File: config.mk
export PLATFORM = sky130hd
export DESIGN_NAME = led_fade_pwm_shift_frame
export DESIGN_NICKNAME = d
export VERILOG_FILES = /design/src/hw/rtl/lfpwm_pkg.sv /design/src/hw/rtl/led_fade_pwm_shift_frame.sv
export SDC_FILE = /design/constraint.sdc
export NUM_CORES = 2
export LEC_CHECK = 0
export BUFFER_PORTS_ARGS = -buffer_cell sky130_fd_sc_hd__buf_2
export CAP_MARGIN = 20
export CORE_ASPECT_RATIO = 0.9
export CORE_UTILIZATION = 55
export CTS_CLUSTER_SIZE = 25
export DETAILED_ROUTE_END_ITERATION = 10
export PLACE_DENSITY = 0.82
export SLEW_MARGIN = 5
export SYNTH_ARGS = -nofsm -noshare
export SYNTH_HDL_FRONTEND = slang
export SYNTH_SLANG_ARGS = --single-unit
File: constraint.sdc
create_clock -name clk -period 12.8 [get_ports clk]
set_input_delay 3.2 -clock clk [delete_from_list [all_inputs] [get_ports clk]]
set_output_delay 3.2 -clock clk [all_outputs]
set_load 0.03 [all_outputs]
File: src/hw/rtl/lfpwm_pkg.sv
// ============================================================================
// lfpwm_pkg
// Types and constants for the LED fade / PWM shift-frame driver.
// ============================================================================
package lfpwm_pkg;

    typedef logic [7:0]  level_t;
    typedef logic [4:0]  led_idx_t;
    typedef logic [22:0] frame_t;

    // request kinds
    localparam logic KIND_SET  = 1'b0;
    localparam logic KIND_TICK = 1'b1;

    localparam level_t PWM_STEP_RESET  = 8'd9;
    localparam level_t PWM_PHASE_RESET = 8'd3;

    // LEDs that appear in the frame, in shift order (first 15 above the gates,
    // last four below them)
    localparam int FRAME_LEDS  = 19;
    localparam int UPPER_LEDS  = 15;
    localparam int FRAME_WIDTH = 23;

    localparam led_idx_t FRAME_ORDER [FRAME_LEDS] = '{
        5'd12, 5'd17, 5'd16, 5'd15, 5'd14, 5'd13, 5'd18, 5'd4, 5'd5, 5'd6,
        5'd7,  5'd8,  5'd9,  5'd10, 5'd11, 5'd3,  5'd2,  5'd1, 5'd0
    };

endpackage

File: src/hw/rtl/led_fade_pwm_shift_frame.sv
// ============================================================================
// led_fade_pwm_shift_frame
// Per-LED fade towards target levels, PWM phase and 23-bit shift frame.
// ============================================================================
//
//  channel   handshake            payload
//  -------   ------------------   ---------------------------------------------
//  in        in_valid / in_stall  kind, led_index, level, rise_now, gate_*
//  out       out_valid/out_stall  frame_bits, phase_now
//  cfg       cfg_valid/cfg_ready  cfg_data (pwm_step)
//
//  One request per cycle while in_stall is low: input register, then all levels,
//  the phase and the frame are worked out in one pass into the state and output
//  registers. A tick goes through the input register, then the output register.
//  Reset clears levels and targets, sets phase 3, step 9; cfg is always ready.
//  A tick waiting in the input register holds in_stall while the output
//  register is full and stalled; set-target requests never wait.
//
module led_fade_pwm_shift_frame #(
    parameter int LED_COUNT = 20
) (
    input  logic                clk,
    input  logic                rst_n,
    input  logic                in_valid,
    output logic                in_stall,
    input  logic                kind,
    input  lfpwm_pkg::led_idx_t led_index,
    input  lfpwm_pkg::level_t   level,
    input  logic                rise_now,
    input  logic                gate_attack_end,
    input  logic                gate_decay_end,
    input  logic                gate_release_start,
    input  logic                gate_release_end,
    output logic                out_valid,
    input  logic                out_stall,
    output lfpwm_pkg::frame_t   frame_bits,
    output lfpwm_pkg::level_t   phase_now,
    input  logic                cfg_valid,
    output logic                cfg_ready,
    input  lfpwm_pkg::level_t   cfg_data
);
    import lfpwm_pkg::*;

    localparam logic [5:0] LED_COUNT_W = 6'(LED_COUNT);

    // input register
    logic     s1_valid_reg;
    logic     s1_kind_reg;
    led_idx_t s1_idx_reg;
    level_t   s1_level_reg;
    logic     s1_rise_reg;
    logic [3:0] s1_gate_reg;   // attack_end, decay_end, release_start, release_end

    // state
    level_t cur_reg [LED_COUNT];
    level_t tgt_reg [LED_COUNT];
    level_t cur_next [LED_COUNT];
    level_t tgt_next [LED_COUNT];
    level_t pwm_phase_reg;
    level_t pwm_phase_next;
    logic   tick_phase_reg;
    level_t pwm_step_reg;

    // output register
    logic   out_valid_reg;
    frame_t frame_reg;
    frame_t frame_next;
    level_t phase_out_reg;

    logic out_free;
    logic s1_adv;
    logic s1_tick;
    logic s1_set_hit;
    logic do_step;

    assign out_free   = !out_valid_reg || !out_stall;
    assign s1_tick    = (s1_kind_reg == KIND_TICK);
    assign s1_adv     = s1_valid_reg && (!s1_tick || out_free);
    assign s1_set_hit = s1_adv && !s1_tick && ({1'b0, s1_idx_reg} < LED_COUNT_W);
    // levels step on the tick that brings the phase bit back to 0
    assign do_step    = s1_adv && s1_tick && tick_phase_reg;
    assign in_stall   = s1_valid_reg && !s1_adv;
    assign cfg_ready  = 1'b1;

    always_comb
    begin
        for (int i = 0; i < LED_COUNT; i++)
        begin
            cur_next[i] = cur_reg[i];
            tgt_next[i] = tgt_reg[i];
            if (s1_set_hit && (s1_idx_reg == 5'(i)))
            begin
                tgt_next[i] = s1_level_reg;
                if (s1_rise_reg && (cur_reg[i] < s1_level_reg))
                begin
                    cur_next[i] = s1_level_reg;
                end
            end
            else if (do_step)
            begin
                if (tgt_reg[i] > cur_reg[i])
                begin
                    cur_next[i] = cur_reg[i] + 8'd1;
                end
                else if (tgt_reg[i] < cur_reg[i])
                begin
                    cur_next[i] = cur_reg[i] - 8'd1;
                end
            end
        end
    end

    assign pwm_phase_next = pwm_phase_reg + pwm_step_reg;

    always_comb
    begin
        frame_next = '0;
        for (int k = 0; k < UPPER_LEDS; k++)
        begin
            frame_next[FRAME_WIDTH - 1 - k] = cur_next[FRAME_ORDER[k]] > pwm_phase_next;
        end
        frame_next[7] = ~s1_gate_reg[2];
        frame_next[6] = ~s1_gate_reg[1];
        frame_next[5] = ~s1_gate_reg[0];
        for (int k = UPPER_LEDS; k < FRAME_LEDS; k++)
        begin
            frame_next[FRAME_LEDS - k] = cur_next[FRAME_ORDER[k]] > pwm_phase_next;
        end
        frame_next[0] = ~s1_gate_reg[3];
    end

    always_ff @(posedge clk or negedge rst_n)
    begin
        if (!rst_n)
        begin
            s1_valid_reg   <= 1'b0;
            out_valid_reg  <= 1'b0;
            pwm_phase_reg  <= PWM_PHASE_RESET;
            tick_phase_reg <= 1'b0;
            pwm_step_reg   <= PWM_STEP_RESET;
            for (int i = 0; i < LED_COUNT; i++)
            begin
                cur_reg[i] <= '0;
                tgt_reg[i] <= '0;
            end
        end
        else
        begin
            if (!in_stall)
            begin
                s1_valid_reg <= in_valid;
            end
            if (cfg_valid && cfg_ready)
            begin
                pwm_step_reg <= cfg_data;
            end
            for (int i = 0; i < LED_COUNT; i++)
            begin
                cur_reg[i] <= cur_next[i];
                tgt_reg[i] <= tgt_next[i];
            end
            if (s1_adv && s1_tick)
            begin
                tick_phase_reg <= ~tick_phase_reg;
                pwm_phase_reg  <= pwm_phase_next;
                out_valid_reg  <= 1'b1;
            end
            else if (out_free)
            begin
                out_valid_reg <= 1'b0;
            end
        end
    end

    always_ff @(posedge clk)
    begin
        if (in_valid && !in_stall)
        begin
            s1_kind_reg  <= kind;
            s1_idx_reg   <= led_index;
            s1_level_reg <= level;
            s1_rise_reg  <= rise_now;
            s1_gate_reg  <= {gate_attack_end, gate_decay_end,
                             gate_release_start, gate_release_end};
        end
        if (s1_adv && s1_tick)
        begin
            frame_reg     <= frame_next;
            phase_out_reg <= pwm_phase_next;
        end
    end

    assign out_valid  = out_valid_reg;
    assign frame_bits = frame_reg;
    assign phase_now  = phase_out_reg;

`ifndef SYNTH
    a_stall_needs_item: assert property (@(posedge clk) disable iff (!rst_n)
        in_stall |-> s1_valid_reg)
        else $error("input stalled with empty input register");

    a_tick_gives_result: assert property (@(posedge clk) disable iff (!rst_n)
        (s1_adv && s1_tick) |=> (out_valid && (phase_now == pwm_phase_reg)))
        else $error("tick did not present its frame and phase");

    a_phase_bit_only_on_tick: assert property (@(posedge clk) disable iff (!rst_n)
        !(s1_adv && s1_tick) |=> ($stable(tick_phase_reg) && $stable(pwm_phase_reg)))
        else $error("tick or PWM phase moved without a tick");
`endif

endmodule

* Word level (Yosys, flattened, before mapping)
Index checks and enable logic that the tools add are counted.
Cells by class: add/subtract/negate cells 39, magnitude comparators 77, eq/ne operators 18, muxes and demuxes 97, bitwise logic cells 5, reduce and logical (&&, ||, !) cells 54
Operators with widths (count):
- 8-bit 2-to-1 mux | 95
- 8-bit > comparator | 38
- 8-bit less-than comparator | 38
- 8-bit by 1-bit adder with 8-bit output, second input constant | 19
- 8-bit by 1-bit subtractor with 8-bit output, second input constant | 19
- 1-bit logical AND | 45
- 5-bit by 4-bit equality test with 1-bit output, second input constant | 8
- 5-bit by 3-bit equality test with 1-bit output, second input constant | 4
- 5-bit equality test, second input constant | 3
- 5-bit by 2-bit equality test with 1-bit output, second input constant | 2
- 8-bit adder | 1
- 5-bit by 1-bit equality test with 1-bit output, second input constant | 1
- 1-bit zero test | 5
- 5-bit zero test | 1
- 5-bit less-than comparator, second input constant | 1
- 1-bit inverter | 5
- 1-bit logical OR | 2
- 1-bit 2-to-1 mux | 2
- 2-bit nonzero test | 1
Word-level totals: bits in registers 373, input port bits 32, output and inout bits 34, logic and storage cells 340

* Logic depth before layout (Yosys ltp)
depth after elaboration 9, depth in mapped cells 22, depth with buffers taken out 19

* Worst setup path after synthesis
Ideal clock, no wire load.
path kind input-to-output, start point input port out_stall, end point output port in_stall, arrival time 3754 ps, data required time 9600 ps, path slack 5846 ps, cell stages on the path 2, buffers on the path 0, cell sequence nand2_1 > nor2_1
On the way: cells in the longest elaborated chain, start to end 6
Ends and longest elaborated chain:
- start, declared | line led_fade_pwm_shift_frame.sv:35 | input logic out_stall,
- 1-bit zero test | line led_fade_pwm_shift_frame.sv:76 | assign out_free = !out_valid_reg || !out_stall;
- 1-bit logical OR | line led_fade_pwm_shift_frame.sv:76
- 1-bit logical OR | line led_fade_pwm_shift_frame.sv:78 | assign s1_adv = s1_valid_reg && (!s1_tick || out_free);
- 1-bit logical AND | line led_fade_pwm_shift_frame.sv:78
- 1-bit zero test | line led_fade_pwm_shift_frame.sv:82 | assign in_stall = s1_valid_reg && !s1_adv;
- 1-bit logical AND | line led_fade_pwm_shift_frame.sv:82
- end, declared | line led_fade_pwm_shift_frame.sv:25 | output logic in_stall,
Every way passes these cells.

* Worst setup path after layout
Ends and elaborated chain as after synthesis.

==> qor.csv <==
stage;metric;value;unit
sta;TNS Setup;0;ns
floorplanning;Die Y;220;µm
cts;Skew-Pair Late Insertion Delay;0.60;ns
yosys;syn_area_per_cell;8.82;µm²
min_path;worst hold path startpoint;tgt_reg[104]$_DFFE_PN0P_;
setup_path;critical-path maximum fanout;5;
yosys;Mapped Nets;3819;
global_route;GR Util All Layers;31.7;%
pwr;peak supply drop;247;µV
cells_and_area;Design Area, Final;31800;µm²
setup_path;Setup crit start kind;input port;
pwr;Leak;14.5;nW
sta;final setup skew;0.0308;ns
cells_and_area;share of layout cells above drive strength 1;9.05;%
sta;final hold viol count;0;
cts;TritonCTS Buffers;43;
floorplanning;row count;79;
flow_run;max_cap viols;0;
setup_path;worst reg2reg startpoint;s1_level_reg[5]$_DFFE_PP_;
cts;CTS tree;yes;
floorplanning;Core Area;52000;µm²
cts;root buf cell;clkbuf_16;
sta;worst-margin pin slew;1.02;ns
sta;Final setup viols;0;
cts;H-Tree Depth;2;
placed_design;Final GP Congestion;0.950;
sta;RSZ-0062 raised after global routing;no;
floorplanning;die area;53900;µm²
sta;Setup WS post-layout;5.72;ns
yosys;prevailing post-synth register cell;dfrtp_1;
cts;CTS resizes;0;
global_route;largest net degree at the start of global routing;74;
outcome;status;finished clean;
global_route;initial antenna violation count;1;
min_path;worst hold path stage count;2;
placed_design;worst slack, placed;5.66;ns
yosys;Post-synth EDFFs;50;
routing;DR iter-0 viols;2987;
sta;final cycle utilization of the critical path;55.3;%
routing;drt wl/cell;21.0;µm
setup_path;Critical Path RT;9.60;ns
sta;Max Transition Viols Final;0;
sta;Tmin final;7.08;ns
pwr;Pwr Density;238;nW/µm²
sta;final hold slack;0.481;ns
floorplanning;initial core utilization;56.1;%
min_path;Hold Path Class;reg -> reg;
setup_path;R2R Setup Slk;7.11;ns
floorplanning;Die Wd;245;µm
cells_and_area;commonest non-fill, non-tap cell in the layout;ha_1;
setup_path;Setup CP Type;in -> out;
global_route;first-pass GRT wire length;136000;µm
cells_and_area;flip-flop and latch area;9590;µm²
yosys;Seq/Total Area, Yosys;32.9;%
cts;clk sinks;373;
cells_and_area;multi-input gate area in the final layout;18400;µm²
routing;Detail Route Antenna Nets;0;
routing;drt drc;0;
routing;Total Routed Length;85600;µm
placed_design;post-detail-place hpwl;56500;µm
cts;# Post-CTS Setup Buffers;0;
routing;DR pass1 iterations;6;
cts;clk slew on worst S/H paths;0.06;ns
floorplanning;num ports;66;
yosys;Post-Syn Instances;3304;
setup_path;CP Capture Type;output pin;
yosys;Synth Register Bits;373;
yosys;Synth Cell Area;29200;µm²
setup_path;worst r2r path cells;20;
setup_path;worst r2r dst;frame_bits[3]$_DFFE_PN_;
placed_design;Post-DP Area;30300;µm²
yosys;ys async rst share;86.6;%
pwr;Total Power;7.57;mW
cells_and_area;commonest cells after routing, fill and taps aside;481 x ha_1, 330 x nand2_1, 319 x dfrtp_1, 281 x o21ai_0, 237 x a21oi_1;
routing;routed vias/inst;6.47;
cts;CTS Buffer Depth;3;
cells_and_area;Antenna Cells;0;
cts;hold-fix buffers at CTS;0;
setup_path;Worst EP arrival;3.88;ns
global_route;global route overflow;0;
cells_and_area;Fill cells;4411;
cells_and_area;# nets final;3863;
sta;fmax;141;MHz
yosys;Synth warnings;0;
cells_and_area;P&R area growth vs syn;8.97;%
placed_design;port bufs;64;
min_path;hold path endpoint;tgt_reg[104]$_DFFE_PN0P_;
routing;Vias;26300;
global_route;vias in the first global route;25100;
sta;Slew HR;32.3;%
yosys;Synth cell types;101;
## stage by stage
| step | std cells | utilization, % |
|---|---|---|
| floorplan | 3304 | - |
| finish | 4071 | 61.1 |
| CTS | 4070 | 61.1 |
| global placement | 3989 | 58.2 |
| global route | 4071 | 61.1 |
| detailed placement | 3990 | 58.2 |
## synth_stat cells, types with 9 or more instances
cell | instances | area, µm²
nor2b_1 | 38 | 238
o21ai_1 | 19 | 95.1
a22oi_1 | 14 | 105
a32oi_1 | 9 | 78.8
xnor2_1 | 17 | 149
nor3_1 | 93 | 465
nor2_1 | 213 | 800
o22ai_1 | 31 | 194
nor4_1 | 39 | 244
o221a_2 | 17 | 191
a21boi_0 | 11 | 82.6
a211oi_1 | 47 | 353
a31oi_1 | 22 | 138
mux2_2 | 29 | 327
ha_1 | 482 | 6030
and3_1 | 26 | 163
or2_2 | 25 | 156
nand2b_1 | 40 | 250
clkbuf_1 | 78 | 293
a21oi_1 | 237 | 1190
mux2i_1 | 26 | 260
o211ai_1 | 31 | 233
nand4_1 | 104 | 651
edfxtp_1 | 50 | 1500
inv_1 | 207 | 777
a211o_1 | 16 | 140
nand3_1 | 92 | 460
nor3b_1 | 9 | 67.6
nand2_1 | 330 | 1240
o221ai_1 | 16 | 140
buf_2 | 16 | 80.1
and2_1 | 17 | 106
or3_1 | 14 | 87.6
a21o_1 | 39 | 293
dfrtp_1 | 319 | 7980
a221oi_1 | 13 | 114
o21a_1 | 34 | 255
o21ai_0 | 281 | 1410
o21bai_1 | 9 | 67.6
## where the power goes
| part | internal [mW] | switching [mW] | leakage (nW) | total (mW) |
|---|---|---|---|---|
| clock network | 0.769 | 0.531 | 0.730 | 1.30 |
| registers | 1.59 | 0.457 | 4.46 | 2.05 |
| logic | 1.68 | 2.54 | 9.35 | 4.22 |
## logic make-up after synthesis
family | synth area share (%)
mux | 2.09
other cells | 0.0129
simple gates | 18.5
fa+ha+maj | 20.8
flops | 32.9
xor+xnor | 0.751
buf+inv | 4.27
compound gates | 20.7
## layer usage
| layer | global-route usage [%] | up-vias | routed length (µm) |
|---|---|---|---|
| met5 | 0 | - | 13 |
| met4 | 15.9 | 2 | 4260 |
| met3 | 6.32 | 263 | 8110 |
| met2 | 48.8 | 1238 | 37300 |
| met1 | 42.5 | 12500 | 35900 |
| li1 | - | 12400 | - |
## area by class of cell
cell class | instances | area share [%]
Multi-Input combinational cell | 2611 | 58.0
Sequential cell | 373 | 30.2
Clock buffer | 60 | 3.84
Tap cell | 688 | 2.71
Inverter | 218 | 2.58
Timing Repair Buffer | 101 | 1.95
Clock inverter | 20 | 0.768
## critical path, stage by stage
cell and delay (ns):
buf_2 0.08, nand2_1 0.12, nor2_1 0.24, buf_2 0.25
## worst max-delay path by stage
stage	start	endpoint	slack (ns)	cells after the start
final	out_stall	in_stall	5.72	4
after global routing	out_stall	in_stall	5.70	4
after CTS	out_stall	in_stall	5.74	4
after detailed placement	out_stall	frame_bits[20]$_DFFE_PN_	5.66	15
after global placement	out_stall	frame_bits[20]$_DFFE_PN_	5.71	15
after floorplan	out_stall	in_stall	5.85	2
Power figures use the tool's default switching activity.
